`config.mk`:
```
export PLATFORM = sky130hd
export DESIGN_NAME = level_sensor_mode_filter
export DESIGN_NICKNAME = d
export VERILOG_FILES = /design/src/hdl/lsmf_pkg.sv /design/src/hdl/lsmf_cell.sv /design/src/hdl/level_sensor_mode_filter.sv
export SDC_FILE = /design/constraint.sdc
export NUM_CORES = 1
export LEC_CHECK = 0
export BUFFER_PORTS_ARGS = -buffer_cell sky130_fd_sc_hd__buf_4
export CAP_MARGIN = 20
export CORE_MARGIN = 1
export CORE_UTILIZATION = 25
export CTS_CLUSTER_SIZE = 10
export DETAILED_ROUTE_END_ITERATION = 8
export HOLD_SLACK_MARGIN = 0.03
export PLACE_DENSITY = 0.51
export SLEW_MARGIN = 10
export SYNTH_ARGS = -nofsm -noshare
export SYNTH_HDL_FRONTEND = slang
export SYNTH_SLANG_ARGS = --single-unit
export TNS_END_PERCENT = 30
```
`constraint.sdc`:
```
create_clock -name clk -period 6.1 [get_ports clk]
set_input_delay 0.61 -clock clk [delete_from_list [all_inputs] [get_ports clk]]
set_output_delay 0.61 -clock clk [all_outputs]
set_load 0.05 [all_outputs]
```
`src/hdl/lsmf_pkg.sv`:
```
// Shared types and constants of the level sensor mode filter.
`timescale 1ns / 1ps

package lsmf_pkg;

  localparam int DATA_W     = 32;  // scaled values, thresholds, averages
  localparam int RAW_W      = 16;  // raw capture count
  localparam int SPS_W      = 16;  // samples-per-second multiplier
  localparam int CFG_ADDR_W = 3;
  localparam int OUT_TDATA_W = 40; // 34 payload bits padded to whole bytes

  localparam int WINDOW_DEF    = 6;
  localparam int ERROR_RUN_DEF = 10;

  // Configuration register indexes
  typedef enum logic [CFG_ADDR_W-1:0] {
    REG_ENABLE          = 3'd0,
    REG_SAMPLES_PER_SEC = 3'd1,
    REG_UPPER_THRESHOLD = 3'd2,
    REG_LOWER_THRESHOLD = 3'd3,
    REG_INITIAL_VALUE   = 3'd4
  } cfg_reg_t;

endpackage

```
`src/hdl/lsmf_cell.sv`:
```
// One window cell: holds one stored average, shifts it on, compares it.
`timescale 1ns / 1ps

module lsmf_cell (
  input  logic                       clk,
  input  logic                       shift,  // take din this cycle
  input  logic [lsmf_pkg::DATA_W-1:0] din,   // from the left neighbor
  input  logic [lsmf_pkg::DATA_W-1:0] cmp,   // broadcast scan candidate
  output logic [lsmf_pkg::DATA_W-1:0] q,     // to the right neighbor
  output logic                       match
);

  always_ff @(posedge clk) begin
    if (shift) begin
      q <= din;
    end
  end

  assign match = (q == cmp);

endmodule

```
`src/hdl/level_sensor_mode_filter.sv`:
```
// Top level of the level sensor mode filter: sequencer, averaging and window chain.
// Steps: disabled words pass S_IDLE, S_DONE; enabled words S_IDLE, S_MUL, S_UPD, S_DONE,
//   plus S_SCAN and S_MODE before S_DONE when an in-range word finds the window full.
// A new word is taken only in S_IDLE, after the last has left S_DONE, which waits for a
//   free output register. The mode scan walks the cell chain one entry per cycle.
// Reset (rst, synchronous): clears control state, the average, the window fill, the
//   error run and flag, the reported value and the registers to their defaults.
`timescale 1ns / 1ps

module level_sensor_mode_filter #(
  parameter int WINDOW    = lsmf_pkg::WINDOW_DEF,
  parameter int ERROR_RUN = lsmf_pkg::ERROR_RUN_DEF
) (
  input  logic                            clk,
  input  logic                            rst,
  // input stream
  input  logic                            s_tvalid,
  output logic                            s_tready,
  input  logic [lsmf_pkg::RAW_W-1:0]       s_tdata,  // [15:0] raw_count
  // output stream
  output logic                            m_tvalid,
  input  logic                            m_tready,
  output logic [lsmf_pkg::OUT_TDATA_W-1:0] m_tdata,  // [31:0] level_value,
                                                     // [32] sensor_error,
                                                     // [33] value_updated, rest 0
  // configuration writes
  input  logic                            cfg_we,
  input  logic [lsmf_pkg::CFG_ADDR_W-1:0]  cfg_addr,
  input  logic [lsmf_pkg::DATA_W-1:0]      cfg_data
);

  localparam int DW     = lsmf_pkg::DATA_W;
  localparam int FILL_W = $clog2(WINDOW + 1);
  localparam int IDX_W  = $clog2(WINDOW);
  localparam int CNT_W  = $clog2(WINDOW + 1);
  localparam int RUN_W  = $clog2(ERROR_RUN + 1);

  typedef enum logic [5:0] {
    S_IDLE = 6'b000001,  // wait for a word
    S_MUL  = 6'b000010,  // scale the raw count
    S_UPD  = 6'b000100,  // range check, average, window insert
    S_SCAN = 6'b001000,  // walk the chain counting matches
    S_MODE = 6'b010000,  // load the mode as the reported value
    S_DONE = 6'b100000   // hand the result to the output register
  } state_t;

  state_t state;

  // configuration registers; initial_value only loads the reported value
  logic                       enable;
  logic [lsmf_pkg::SPS_W-1:0] samples_per_sec;
  logic [DW-1:0]              upper_threshold;
  logic [DW-1:0]              lower_threshold;

  // filter state
  logic [lsmf_pkg::RAW_W-1:0] raw;
  logic [DW-1:0]              scaled;
  logic [DW-1:0]              running_average;
  logic                       average_started;
  logic [FILL_W-1:0]          window_fill;
  logic [RUN_W-1:0]           bad_run;
  logic                       error_sticky;
  logic [DW-1:0]              reported_value;
  logic                       updated;

  // mode scan
  logic [IDX_W-1:0]           scan_idx;
  logic [CNT_W-1:0]           best_count;
  logic [DW-1:0]              best;

  // cell chain
  logic [DW-1:0]              cell_q   [WINDOW];
  logic [WINDOW-1:0]          cell_match;
  logic [DW-1:0]              chain_in;
  logic                       chain_shift;
  logic [DW-1:0]              head;
  logic [CNT_W-1:0]           match_count;

  logic                       in_range;
  logic [DW:0]                avg_sum;
  logic [DW-1:0]              average_next;
  logic                       window_full;
  logic                       out_free;

  assign s_tready = (state == S_IDLE);
  assign out_free = !m_tvalid || m_tready;

  // The oldest entry sits at the far end of the chain; during the scan the chain
  // rotates so the entries come past the head in order of arrival.
  assign head        = cell_q[WINDOW-1];
  assign window_full = (window_fill == FILL_W'(WINDOW));

  assign in_range = (scaled >= lower_threshold) && (scaled <= upper_threshold);
  assign avg_sum  = {1'b0, running_average} + {1'b0, scaled};
  assign average_next = average_started ? avg_sum[DW:1] : scaled;

  assign chain_shift = ((state == S_UPD) && in_range && !window_full) ||
                       (state == S_SCAN);
  assign chain_in    = (state == S_SCAN) ? head : average_next;

  genvar gi;
  generate
    for (gi = 0; gi < WINDOW; gi++) begin : g_cell
      lsmf_cell u_cell (
        .clk   (clk),
        .shift (chain_shift),
        .din   ((gi == 0) ? chain_in : cell_q[(gi == 0) ? 0 : gi - 1]),
        .cmp   (head),
        .q     (cell_q[gi]),
        .match (cell_match[gi])
      );
    end
  endgenerate

  // Count how many cells hold the head value.
  always_comb begin
    match_count = '0;
    for (int k = 0; k < WINDOW; k++) begin
      match_count = match_count + CNT_W'(cell_match[k]);
    end
  end

  always_ff @(posedge clk) begin
    if (rst) begin
      state           <= S_IDLE;
      enable          <= 1'b0;
      samples_per_sec <= lsmf_pkg::SPS_W'(1);
      upper_threshold <= '1;
      lower_threshold <= '0;
      running_average <= '0;
      average_started <= 1'b0;
      window_fill     <= '0;
      bad_run         <= '0;
      error_sticky    <= 1'b0;
      reported_value  <= '0;
      updated         <= 1'b0;
      scan_idx        <= '0;
      best_count      <= '0;
      m_tvalid        <= 1'b0;
    end else begin
      if (m_tvalid && m_tready) begin
        m_tvalid <= 1'b0;
      end

      case (state)
        S_IDLE: begin
          if (s_tvalid) begin
            raw     <= s_tdata;
            updated <= 1'b0;
            // Disabled: go straight to the report; only raw and the update flag change.
            state   <= enable ? S_MUL : S_DONE;
          end
        end
        S_MUL: begin
          // 16 x 16 bits always fits in 32, so the product never saturates.
          scaled <= DW'(raw) * DW'(samples_per_sec);
          state  <= S_UPD;
        end
        S_UPD: begin
          if (in_range) begin
            bad_run         <= '0;
            running_average <= average_next;
            average_started <= 1'b1;
            if (!window_full) begin
              window_fill <= window_fill + FILL_W'(1);
              state       <= S_DONE;
            end else begin
              window_fill <= '0;
              scan_idx    <= '0;
              best_count  <= '0;
              state       <= S_SCAN;
            end
          end else begin
            if (bad_run == RUN_W'(ERROR_RUN - 1)) begin
              bad_run      <= '0;
              error_sticky <= 1'b1;
            end else begin
              bad_run <= bad_run + RUN_W'(1);
            end
            state <= S_DONE;
          end
        end
        S_SCAN: begin
          // Strictly greater keeps the earliest entry on a tie.
          if (match_count > best_count) begin
            best_count <= match_count;
            best       <= head;
          end
          scan_idx <= scan_idx + IDX_W'(1);
          if (scan_idx == IDX_W'(WINDOW - 1)) begin
            state <= S_MODE;
          end
        end
        S_MODE: begin
          reported_value <= best;
          updated        <= 1'b1;
          state          <= S_DONE;
        end
        S_DONE: begin
          // Hold here until the output register is free.
          if (out_free) begin
            m_tvalid <= 1'b1;
            m_tdata  <= {(lsmf_pkg::OUT_TDATA_W - DW - 2)'(0), updated, error_sticky,
                         reported_value};
            state    <= S_IDLE;
          end
        end
        default: begin
          state <= S_IDLE;
        end
      endcase

      // Writes must arrive only while the block is idle; the block does not enforce this.
      if (cfg_we) begin
        case (cfg_addr)
          lsmf_pkg::REG_ENABLE:          enable          <= cfg_data[0];
          lsmf_pkg::REG_SAMPLES_PER_SEC: samples_per_sec <= cfg_data[lsmf_pkg::SPS_W-1:0];
          lsmf_pkg::REG_UPPER_THRESHOLD: upper_threshold <= cfg_data;
          lsmf_pkg::REG_LOWER_THRESHOLD: lower_threshold <= cfg_data;
          lsmf_pkg::REG_INITIAL_VALUE: begin
            reported_value <= cfg_data;
          end
          default: begin
          end
        endcase
      end
    end
  end

  // The window never holds more than WINDOW entries.
  a_fill_bound: assert property (@(posedge clk) disable iff (rst)
    window_fill <= FILL_W'(WINDOW))
    else $error("window fill above window size");

  // The error run counter wraps before reaching the error run length.
  a_run_bound: assert property (@(posedge clk) disable iff (rst)
    bad_run < RUN_W'(ERROR_RUN))
    else $error("error run counter out of range");

  // Only reset clears the error flag.
  a_sticky: assert property (@(posedge clk) disable iff (rst)
    !$fell(error_sticky))
    else $error("sensor error flag cleared without reset");

  // A mode result always follows a scan, and the window is empty by then.
  a_mode_after_scan: assert property (@(posedge clk) disable iff (rst)
    (state == S_MODE) |-> ($past(state) == S_SCAN) && (window_fill == '0))
    else $error("mode loaded without a full scan");

endmodule
```
==> Word-level counts from Yosys, hierarchy flattened <==
Cells that the tools add are included.
{ "word_totals": {"out_inout_bits": 42, "reg_bits": 474, "in_bits": 56, "wordCells": 114} }
{ "classes": {"n_mul": 1, "n_addsub": 9, "n_mux": 25, "n_eq_ne": 24, "n_lt_le_gt_ge": 3, "n_bitwise": 2, "n_reduce_logical": 25} }
{ "op_table": {"columns": ["op", "count"], "rows": [
  ["32-bit == test", 5],
  ["32-bit 2-to-1 mux", 5],
  ["6-bit 2-to-1 mux", 6],
  ["6-bit case mux with 6 select lines", 1],
  ["32-bit by 32-bit adder with 33-bit output", 1],
  ["32-bit >= comparator", 1],
  ["32-bit less-or-equal comparator", 1],
  ["16-bit by 16-bit multiplier with 32-bit output", 1],
  ["3-bit AND reduction", 6],
  ["2-bit AND reduction", 7],
  ["3-bit 2-to-1 mux", 4],
  ["3-bit case mux with 2 select lines", 2],
  ["3-bit by 1-bit adder with 3-bit output (second input constant)", 3],
  ["3-bit == test (second input constant)", 3],
  ["4-bit 2-to-1 mux", 2],
  ["2-bit != test (second input constant)", 4],
  ["3-bit by 1-bit adder with 3-bit output", 2],
  ["3-bit by 2-bit == test with 1-bit output (second input constant)", 2],
  ["6-bit by 1-bit == test with 1-bit output (second input constant)", 1],
  ["6-bit by 2-bit == test with 1-bit output (second input constant)", 1],
  ["6-bit by 3-bit == test with 1-bit output (second input constant)", 1],
  ["6-bit by 4-bit == test with 1-bit output (second input constant)", 1],
  ["6-bit by 5-bit == test with 1-bit output (second input constant)", 1],
  ["6-bit == test (second input constant)", 1],
  ["16 further kinds", 27]
]} }

==> Depth between registers and ports, before layout <==
Gate-level depths: netlist (run 1).
{ "logic_depth": {"ltp_word": 9, "depth_mapped": 24, "mapped_depth_nobuf": 21} }

==> Hierarchy <==
From an unflattened synthesis (run 1), not the netlist that was laid out.
{ "unflattened": {"hier_cells": 2913, "area_unflattened_um2": 30435.4} }
{ "by_module_without_submodules": {"columns": ["module", "cells_per_inst", "instances", "area_each_um2"], "rows": [
  ["level_sensor_mode_filter", 2463, 1, 22590.4],
  ["lsmf_cell", 75, 6, 1307.5]
]} }

==> Least setup slack after synthesis (run 1) <==
No wires, ideal clock.
{ "synth_path": {"kind": "register -> register", "from": "reg scaled[1]", "to": "reg g_cell[0].u_cell.q[0] in the netlist's numbering, enable pin", "period_less_slack_ns": 6.583, "arrival_time_ns": 6.032, "path_buffers": 1, "stages_incl_launch_ff": 11, "setup_ns": 0.551, "slack_ns": -0.483, "path_cell_list": "edfxtp_1 -> ha_1 -> nor2b_1 -> o211ai_1 -> a21oi_1 -> a211o_1 -> a221oi_2 -> o22ai_2 -> nor2_1 -> buf_2 -> a21o_1"} }
{ "synth_between": {"elab_chain_len": 5, "word_cells_on_any_way": 6, "cone_classes": "order compare: 2; reduce/logical: 4"} }
{ "synth_lines": {"columns": ["item", "line_no", "text"], "rows": [
  ["start, declared", "level_sensor_mode_filter.sv:57", "logic [DW-1:0] scaled;"],
  ["start signal, assigned", "level_sensor_mode_filter.sv:156", "scaled <= DW'(raw) * DW'(samples_per_sec);"],
  ["32-bit >= comparator or 32-bit less-or-equal comparator (tied branches)", "level_sensor_mode_filter.sv:93", "assign in_range = (scaled >= lower_threshold) && (scaled <= upper_threshold);"],
  ["1-bit logical AND (*)", "level_sensor_mode_filter.sv:93", null],
  ["1-bit logical AND (*) (2 in series)", "level_sensor_mode_filter.sv:97", "assign chain_shift = ((state == S_UPD) && in_range && !window_full) ||"],
  ["1-bit logical OR (*)", "level_sensor_mode_filter.sv:97", null],
  ["via chain_shift", "level_sensor_mode_filter.sv:75", "logic chain_shift;"],
  ["end signal, assigned", "lsmf_cell.sv:15", "q <= din;"],
  ["end, declared", "lsmf_cell.sv:9", "output logic [lsmf_pkg::DATA_W-1:0] q,"]
]} }
Mark *: on every way through the listed nets, which the timed path passes. The rest lies on a longest branch.
A chain may end at the register's enable or synchronous reset.

==> Final worst setup path (run 1) <==
{ "layout_path": {"from": "reg raw[5] in the netlist's numbering", "to": "reg scaled[23], data pin"} }
{ "layout_between": {"elab_chain_len": 1} }
{ "layout_lines": {"columns": ["item", "line_no", "text"], "rows": [
  ["start, declared", "level_sensor_mode_filter.sv:56", "logic [lsmf_pkg::RAW_W-1:0] raw;"],
  ["start signal, assigned", "level_sensor_mode_filter.sv:148", "raw <= s_tdata;"],
  ["16-bit by 16-bit multiplier with 32-bit output", "level_sensor_mode_filter.sv:156", null]
]} }
No other way between the ends.

==> flow_summary.toml, run 1 <==
[logic_synthesis]
synth_area_leaders = "edfxtp_1, fa_1, dfxtp_1, ha_1, xnor2_1"
ys_ff_latch = 474
synth_area_sq_um = 30400
synth-warning-count = 0
synthArstFlopShare_pct = 0
synth.distinct_cells = 87
synthFlopType = "edfxtp_1"
yosysMostFrequentCell = "inv_1"
synth_edf_count = 306
syn_avg_cell_area_sq_um = 10.5
yosysTopAreaCell = "edfxtp_1"
synth_common_cells = "inv_1, nand2_1, edfxtp_1"
synthCells = 2907
seq_area_frac_synth_pct = 41.2
yosysTopAreaCellShare_pct = 30.2

[critical_path]
cp_top_family = "adder cells"
cp_cell_sequence = "buf_4, buf_4, and2_1, fa_1, inv_1, fa_2, fa_1, fa_1, inv_1, fa_1, inv_1, fa_1, inv_1, ha_4, a21o_1, a21o_4, a2bb2oi_4, and2_1, o21ai_1, and4_1, o41a_1, xor2_1"
critPathMaxFanout = 5
slowest_stage = "fa_1"
cp_slowest_stage_delay_ps = 530
path_buf_inv = 6
endpoint_kind = "flip-flop"
crit_path_frequent_cell = "fa_1"
worst_ep_required_time_ps = 6470
worstSetupPathType = "reg -> reg"
worstPathArrival_ps = 6240
cp-start-kind = "flip-flop"

[clock_network]
htreeDepth = 2
clock_latency_ps = 650
root_buffer = "clkbuf_16"
cts_tree = "yes"
clk_pin_slew_ps = 60
cts.sink_count = 474
cts_inserted_buffers = 57
cts_buffer_depth = 3

[die]
die_y_um = 351
die_w_um = 351
start_util_pct = 25.3
ios = 98
coreArea_sq_um = 120000
dieArea_sq_um = 123000
row_count = 127

[sta]
setup_viol = 0
hold_violations = 0
finalCritPeriodShare_pct = 96.3
setup_slack_ps = 225
clock.fmax_ghz = 0.170
slew_headroom_pct = 35.6
slew_viol_final = 0
finalCriticalPeriod_ps = 5880
worst_pin_slew_ps = 957
hold_ws_ps = 170
clock_skew_ps = 40.3

[placed_design]
gp_congestion = 0.858
preCtsSetupSlack_ps = -7.36
hpwl_mm = 66.6
dp.cells = 4552
place_area_sq_um = 33300
port_buffers = 91

[cells_and_area]
drive_gt1_share_pct = 11.5
multi_input_area_sq_um = 16300
final_cells = 4673
regArea_sq_um = 12600
nets = 3474
final_util_pct = 29.4
synthToLayoutAreaGrowth_pct = 16.1
fillCellCount = 12500
stdcell_area_sq_um = 35400

[drt]
drc = 0
firstDrtPassIters = 5
wire_per_inst_um = 18.6
vias = 21200
vias_per_cell = 4.54
ant_nets = 0
initialDrtViolationCount = 1506
wirelength_mm = 87.0

[grt]
grt_pass1_wl_mm = 131
antenna_found_initial = 1
grt_max_degree = 80
grt_overflow = 0
grt_pass1_vias = 20900
gr-usage-all-layers_pct = 14.1

[power]
power_density_nw_per_um2 = 209
p_leak_nw = 14.3
ir_worst_vdd_uv = 240

[flow_run]
maxCapViolations = 0

[hold_path]
hold_path_class = "in -> reg"

[run_status]
status = "finished clean"
==> worst paths after layout <==
| kind | startpoint | slack, ps | end | cells after the start |
|---|---|---|---|---|
| worst max-delay path | raw[5] | 220 | scaled[23] | 22 |
| worst min-delay path | s_tdata[12] | 170 | raw[12] | 1 |
| worst max register to register | raw[5] | 220 | scaled[23] | 22 |
| worst min register to register | reported_value[18] | 420 | m_tdata[18] | 0 |
==> registers in the layout (all words and copies together), names as in the netlist, 3 cells and up <==
register / count
g_cell.u_cell.q: 192
m_tdata: 34
best: 32
lower_threshold: 32
reported_value: 32
running_average: 32
scaled: 32
upper_threshold: 32
raw: 16
samples_per_sec: 16
state: 6
bad_run: 4
best_count: 3
scan_idx: 3
window_fill: 3
==> what timing repair did <==
item,CTS,global route
hold buffers,0,0
endpoints found under the setup margin,1,10
buffers inserted,0,13
resized for setup,1,49
pin swaps,0,13
==> through the flow <==
step / total power [W] / setup TNS (ps)
3_3_place_gp: 0.00420 / 0
4_1_cts: 0.00744 / 0
2_1_floorplan: 0.00395 / -4680
6_report: 0.00739 / 0
3_5_place_dp: 0.00420 / -7.36
5_1_grt: 0.00768 / -6.21
==> cells by family (layout without fill, tap and decap cells) <==
group / Yosys count / count (layout) / share of synthesized area [%]
AND/OR/NAND/NOR: 803 / 803 / 12.6
AO/OA/AOI/OAI: 498 / 498 / 11.1
buffers and inverters: 475 / 622 / 6.03
flip-flops: 474 / 474 / 41.2
adder cells (fa/ha/maj): 405 / 405 / 21.5
XOR/XNOR: 203 / 203 / 5.84
multiplexers: 48 / 48 / 1.59
other: 1 / 8 / 0.0123
==> where the power goes <==
part | switching [W] | total (W) | internal [W] | leakage [nW]
clock network | 0.00139 | 0.00323 | 0.00184 | 0.835
logic | 0.000414 | 0.000687 | 0.000273 | 9.37
registers | 0.0000354 | 0.00347 | 0.00344 | 4.12
total | 0.00184 | 0.00739 | 0.00555 | 14.3
==> worst reg2reg max path, delay by kind of cell (launching register included) <==
kind,cells,cell delay (ps)
compound gates,5,950
xor+xnor,1,150
fa+ha+maj,7,3010
buf+inv,6,540
flops,1,450
simple gates,3,540
==> placed cells by master, fill, tap and decap left out, drive strengths merged, types with 21 or more instances in the layout <==
cell type / n
nor2b: 21
fa: 197
nand2: 308
nand4: 50
a21oi: 185
a211o: 35
o21ai: 50
buf: 200
nor3: 26
mux2i: 46
ha: 208
a211oi: 73
xor2: 48
edfxtp: 306
a21o: 47
and2: 125
nor2: 160
dfxtp: 168
nand3: 31
inv: 318
nor4: 24
xnor2: 155
clkbuf: 93
==> metal layers <==
layer	part of all wire (%)	up-vias	global-route usage [%]	wire [um]
met2	48	430	23.6	41900
li1	-	10100	-	-
met5	0	-	0	0
met1	46	10600	19.1	39700
met3	4.0	92	1.51	3470
met4	2.2	0	3.76	1960
==> final cells by class <==
type                            instances  area share (%)
Multi-Input combinational cell       1963            46.1
Sequential cell                       474            35.5
Tap cell                             1612            5.71
Clock buffer                           93            4.53
Timing Repair Buffer                  200            4.36
Inverter                              317            3.37
Clock inverter                         12           0.393
Antenna cell                            2          0.0142
Power figures use the tool's default switching activity.
==> run 2, diff against run 1 <==
--- a/config.mk
+++ b/config.mk
@@ -13,6 +13,7 @@
 export DETAILED_ROUTE_END_ITERATION = 8
 export HOLD_SLACK_MARGIN = 0.03
 export PLACE_DENSITY = 0.51
+export RECOVER_POWER = 25
 export SLEW_MARGIN = 10
 export SYNTH_ARGS = -nofsm -noshare
 export SYNTH_HDL_FRONTEND = slang
==> flow_summary.toml, run 2 (same netlist as run 1, synthesis figures left out) <==
[sta]
slew_viol_final = 0
finalCritPeriodShare_pct = 96.4
clock_skew_ps = 40.7
clock.fmax_ghz = 0.170
slew_headroom_pct = 32.2
worst_pin_slew_ps = 1010
finalCriticalPeriod_ps = 5880
setup_viol = 0
hold_violations = 0

[critical_path]
rrSetupSlack_ps = 220
cp_cell_sequence = "buf_4, buf_4, and2_1, fa_1, inv_1, fa_2, fa_1, fa_1, inv_1, fa_1, inv_1, fa_1, inv_1, ha_4, a21o_1, a21o_4, a2bb2oi_4, and2_1, o21ai_1, and4_1, o41a_1, xor2_1"
worst_ep_required_time_ps = 6470
slowest_stage = "fa_1"
critPathMaxFanout = 5
crit_path_frequent_cell = "fa_1"
cp_slowest_stage_delay_ps = 530
cp_top_family = "adder cells"
path_buf_inv = 6
cp-start-kind = "flip-flop"
worstPathArrival_ps = 6250
worstSetupPathType = "reg -> reg"
r2r-end = "scaled[23]"
regToRegStartpoint = "raw[5]"
endpoint_kind = "flip-flop"
worst-r2r-cell-count = 22

[cells_and_area]
final_cell_mix = "inv_1, nand2_1, edfxtp_1, ha_1, fa_1"
final_common_cell = "inv_1"
largest_reg_flops = 192
stdcell_area_sq_um = 35300
fillCellCount = 12500
drive_gt1_share_pct = 11.4
largestRegisters = "g_cell.u_cell.q x192, m_tdata x34"
largest_register = "g_cell.u_cell.q"
final_util_pct = 29.4
final_cells = 4675
synthToLayoutAreaGrowth_pct = 16.1
nets = 3474

[die]
coreArea_sq_um = 120000
die_y_um = 351
die_w_um = 351
dieArea_sq_um = 123000
start_util_pct = 25.3
ios = 98
row_count = 127

[placed_design]
port_buffers = 91
gp_congestion = 0.858
place_area_sq_um = 33300
dp.cells = 4552
hpwl_mm = 66.6

[drt]
vias = 21200
wirelength_mm = 87.0
ant_nets = 0
firstDrtPassIters = 5
wire_per_inst_um = 18.6
vias_per_cell = 4.54
initialDrtViolationCount = 1501
drc = 0

[hold_path]
whs_endpoint = "raw[7]"
min_from = "s_tdata[7]"
hold_path_class = "in -> reg"
hold_depth = 1

[clock_network]
root_buffer = "clkbuf_16"
clock_latency_ps = 650
clk_pin_slew_ps = 60
htreeDepth = 2
cts_buffer_depth = 3
cts.sink_count = 474
cts_tree = "yes"
cts_inserted_buffers = 57

[power]
p_leak_nw = 14.3
ir_worst_vdd_uv = 240
power_density_nw_per_um2 = 209

[grt]
grt_pass1_vias = 20900
grt_overflow = 0
gr-usage-all-layers_pct = 14.1
grt_max_degree = 80
antenna_found_initial = 1
grt_pass1_wl_mm = 131

[run_status]
status = "finished clean"

[flow_run]
maxCapViolations = 0
[run 2: final cells by class]
cell class | count | area [sq um] | area share, %
tap | 1612 | 2020 | 5.71
antenna | 4 | 10.0 | 0.0283
timing repair buffer | 200 | 1530 | 4.33
inverter | 317 | 1190 | 3.37
multi-input combinational | 1963 | 16300 | 46.1
clock inverter | 12 | 139 | 0.393
sequential | 474 | 12600 | 35.6
clock buffer | 93 | 1600 | 4.53
[run 2: power by group]
part           total (W)  internal [W]  switching [W]
logic           0.000686      0.000272       0.000415
clock network    0.00323       0.00184        0.00139
registers        0.00347       0.00344      0.0000353
total            0.00739       0.00555        0.00184
[run 2: routing by layer]
layer | part of all wire [%] | GRT usage (%) | vias up
met4 | 2.2 | 3.76 | 0
met2 | 48 | 23.6 | 408
met5 | 0 | 0 | -
li1 | - | - | 10100
met1 | 46 | 19.1 | 10600
met3 | 3.8 | 1.51 | 88
[run 2: worst max path at each step]
stage / cells after the start / from / endpoint / slack, ps
floorplan: 15 / g_cell[5].u_cell.q[22] / best[0] / -150
global placement: 19 / raw[8] / scaled[30] / 20
detailed placement: 19 / raw[8] / scaled[30] / -7
CTS: 20 / raw[8] / scaled[23] / 5
global route: 22 / raw[5] / scaled[31] / -6
finish: 22 / raw[5] / scaled[23] / 220
[run 2: metrics by stage]
stage / setup slack [ps] / setup TNS (ps) / total power, W / hold WS (ps)
finish: 220 / 0 / 0.00739 / 192
global route: -6.21 / -6.21 / 0.00768 / 153
CTS: 5.40 / 0 / 0.00744 / 122
detailed placement: -7.36 / -7.36 / 0.00420 / 417
global placement: 21.7 / 0 / 0.00420 / 418
floorplan: -146 / -4680 / 0.00395 / 408
[run 2: worst reg2reg max path, stage by stage (launching register included)]
cell       delay [ps]
edfxtp_1          450
buf_4             170
buf_4             140
and2_1            170
fa_1              530
inv_1              50
fa_2              340
fa_1              430
fa_1              490
inv_1              70
fa_1              530
inv_1              50
fa_1              470
inv_1              60
ha_4              220
a21o_1            160
a21o_4            220
a2bb2oi_4         180
and2_1            150
o21ai_1            70
and4_1            230
o41a_1            320
xor2_1            150
[run 2: repair_timing]
item / in CTS / in global routing
cloned: 0 / 0
endpoints found under the setup margin: 1 / 10
hold buffers: 0 / 0
gates resized for setup: 1 / 49
setup buffers: 0 / 13
endpoints found under the hold margin: 0 / 0
pin swaps: 0 / 13
==> run 3, diff against run 2 <==
--- a/config.mk
+++ b/config.mk
@@ -5,12 +5,12 @@
 export SDC_FILE = /design/constraint.sdc
 export NUM_CORES = 1
 export LEC_CHECK = 0
-export BUFFER_PORTS_ARGS = -buffer_cell sky130_fd_sc_hd__buf_4
 export CAP_MARGIN = 20
 export CORE_MARGIN = 1
 export CORE_UTILIZATION = 25
 export CTS_CLUSTER_SIZE = 10
 export DETAILED_ROUTE_END_ITERATION = 8
+export DONT_BUFFER_PORTS = 1
 export HOLD_SLACK_MARGIN = 0.03
 export PLACE_DENSITY = 0.51
 export RECOVER_POWER = 25
==> flow_summary.toml, run 3 (same netlist as run 1, synthesis figures left out) <==
[die]
die_y_um = 351
ios = 98
start_util_pct = 25.3
row_count = 127
coreArea_sq_um = 120000
dieArea_sq_um = 123000
die_w_um = 351

[clock_network]
root_buffer = "clkbuf_16"
cts_buffer_depth = 3
cts_inserted_buffers = 56
cts_tree = "yes"
cts.sink_count = 474
clock_latency_ps = 640
htreeDepth = 2
clk_pin_slew_ps = 60

[cells_and_area]
final_util_pct = 28.7
final_cells = 4571
largestRegisters = "g_cell.u_cell.q x192, m_tdata x34"
final_common_cell = "inv_1"
drive_gt1_share_pct = 8.08
largest_register = "g_cell.u_cell.q"
final_cell_mix = "inv_1, nand2_1, edfxtp_1, ha_1, fa_1"
largest_reg_flops = 192
synthToLayoutAreaGrowth_pct = 13.4
nets = 3375

[critical_path]
critPathMaxFanout = 6
worst-r2r-cell-count = 21
r2r-end = "scaled[31]"
cp-start-kind = "flip-flop"
worstPathArrival_ps = 6270
endpoint_kind = "flip-flop"
worstSetupPathType = "reg -> reg"
regToRegStartpoint = "raw[5]"
rrSetupSlack_ps = 180
worst_ep_required_time_ps = 6440

[sta]
slew_headroom_pct = 28.4
worst_pin_slew_ps = 1070
clock.fmax_ghz = 0.169
clock_skew_ps = 47.8
finalCritPeriodShare_pct = 97.1
rsz0062_at_grt = "true"
slew_viol_final = 0
hold_violations = 0
setup_viol = 0
finalCriticalPeriod_ps = 5920

[grt]
grt_max_degree = 176
gr-usage-all-layers_pct = 13.8
grt_pass1_wl_mm = 129
grt_pass1_vias = 20700
grt_overflow = 0
antenna_found_initial = 3

[flow_run]
maxCapViolations = 0

[drt]
initialDrtViolationCount = 1550
firstDrtPassIters = 5
ant_nets = 0
vias = 20800
wirelength_mm = 85.2
wire_per_inst_um = 18.6
drc = 0
vias_per_cell = 4.55

[placed_design]
gp_congestion = 0.855
hpwl_mm = 65.2
port_buffers = 0
dp.cells = 4456

[power]
ir_worst_vdd_uv = 255
power_density_nw_per_um2 = 209
p_leak_nw = 13.8

[hold_path]
whs_endpoint = "upper_threshold[30]"
min_from = "cfg_data[30]"
hold_path_class = "in -> reg"
hold_depth = 1

[run_status]
status = "finished clean"
==> run 3: cell type report <==
cell class / instances / area [sq um]
fillers: 12600 / 85800
flip-flops and latches: 474 / 12600
repair buffers: 102 / 830
clock buffers: 91 / 1540
multi-input cells: 1963 / 16200
well taps: 1612 / 2020
clock inverters: 11 / 148
inverters: 317 / 1190
diodes: 1 / 2.50
==> run 3: worst max-delay path by stage <==
stage / from / end / slack [ps] / cells after the start
6_report: raw[5] / scaled[31] / 180 / 21
3_5_place_dp: raw[5] / scaled[23] / 40 / 21
4_1_cts: raw[5] / scaled[23] / 20 / 21
2_1_floorplan: g_cell[5].u_cell.q[22] / best[0] / -150 / 15
5_1_grt: raw[5] / scaled[31] / -9 / 21
3_3_place_gp: raw[5] / scaled[23] / 50 / 21
==> run 3: power breakdown <==
part | switching (W) | internal, W
clock | 0.00138 | 0.00178
combinational | 0.000341 | 0.000231
sequential | 0.0000523 | 0.00344
total | 0.00178 | 0.00544
==> run 3: metal layers <==
| layer | up-vias | routed length, um | track usage, % |
|---|---|---|---|
| li1 | 9935 | - | - |
| met1 | 10300 | 38900 | 18.8 |
| met2 | 461 | 40000 | 22.7 |
| met3 | 113 | 3790 | 1.75 |
| met4 | 2 | 2490 | 4.28 |
| met5 | - | 12 | 0 |
==> run 3: critical path, cell delays in order (launching register included) <==
cell	delay, ps
edfxtp_1	520
and2_4	200
fa_1	540
inv_1	70
fa_1	530
inv_1	60
fa_1	530
fa_1	440
fa_1	510
inv_1	50
fa_1	470
inv_1	60
ha_4	260
buf_4	120
and4_1	160
o2111ai_1	130
a2bb2oi_2	200
o21ba_2	240
a21o_1	200
o2111ai_2	190
a21oi_2	80
xnor2_1	110
==> run 3: per-stage QoR <==
step	instance area [sq um]	setup WS, ps	power (W)	setup TNS, ps	hold slack (ps)
global placement	32600	51.0	0.00411	0	418
CTS	34300	22.9	0.00728	0	50.3
floorplan	30500	-146	0.00395	-4680	408
global route	34500	-8.65	0.00749	-22.0	61.8
finish	34500	175	0.00722	0	91.1
detailed placement	32600	39.8	0.00411	0	421
==> run 3: what timing repair did <==
action / CTS / global route
gates resized for setup: 0 / 37
setup endpoints to repair: 0 / 8
hold buffers: 0 / 0
buffers inserted: 0 / 12
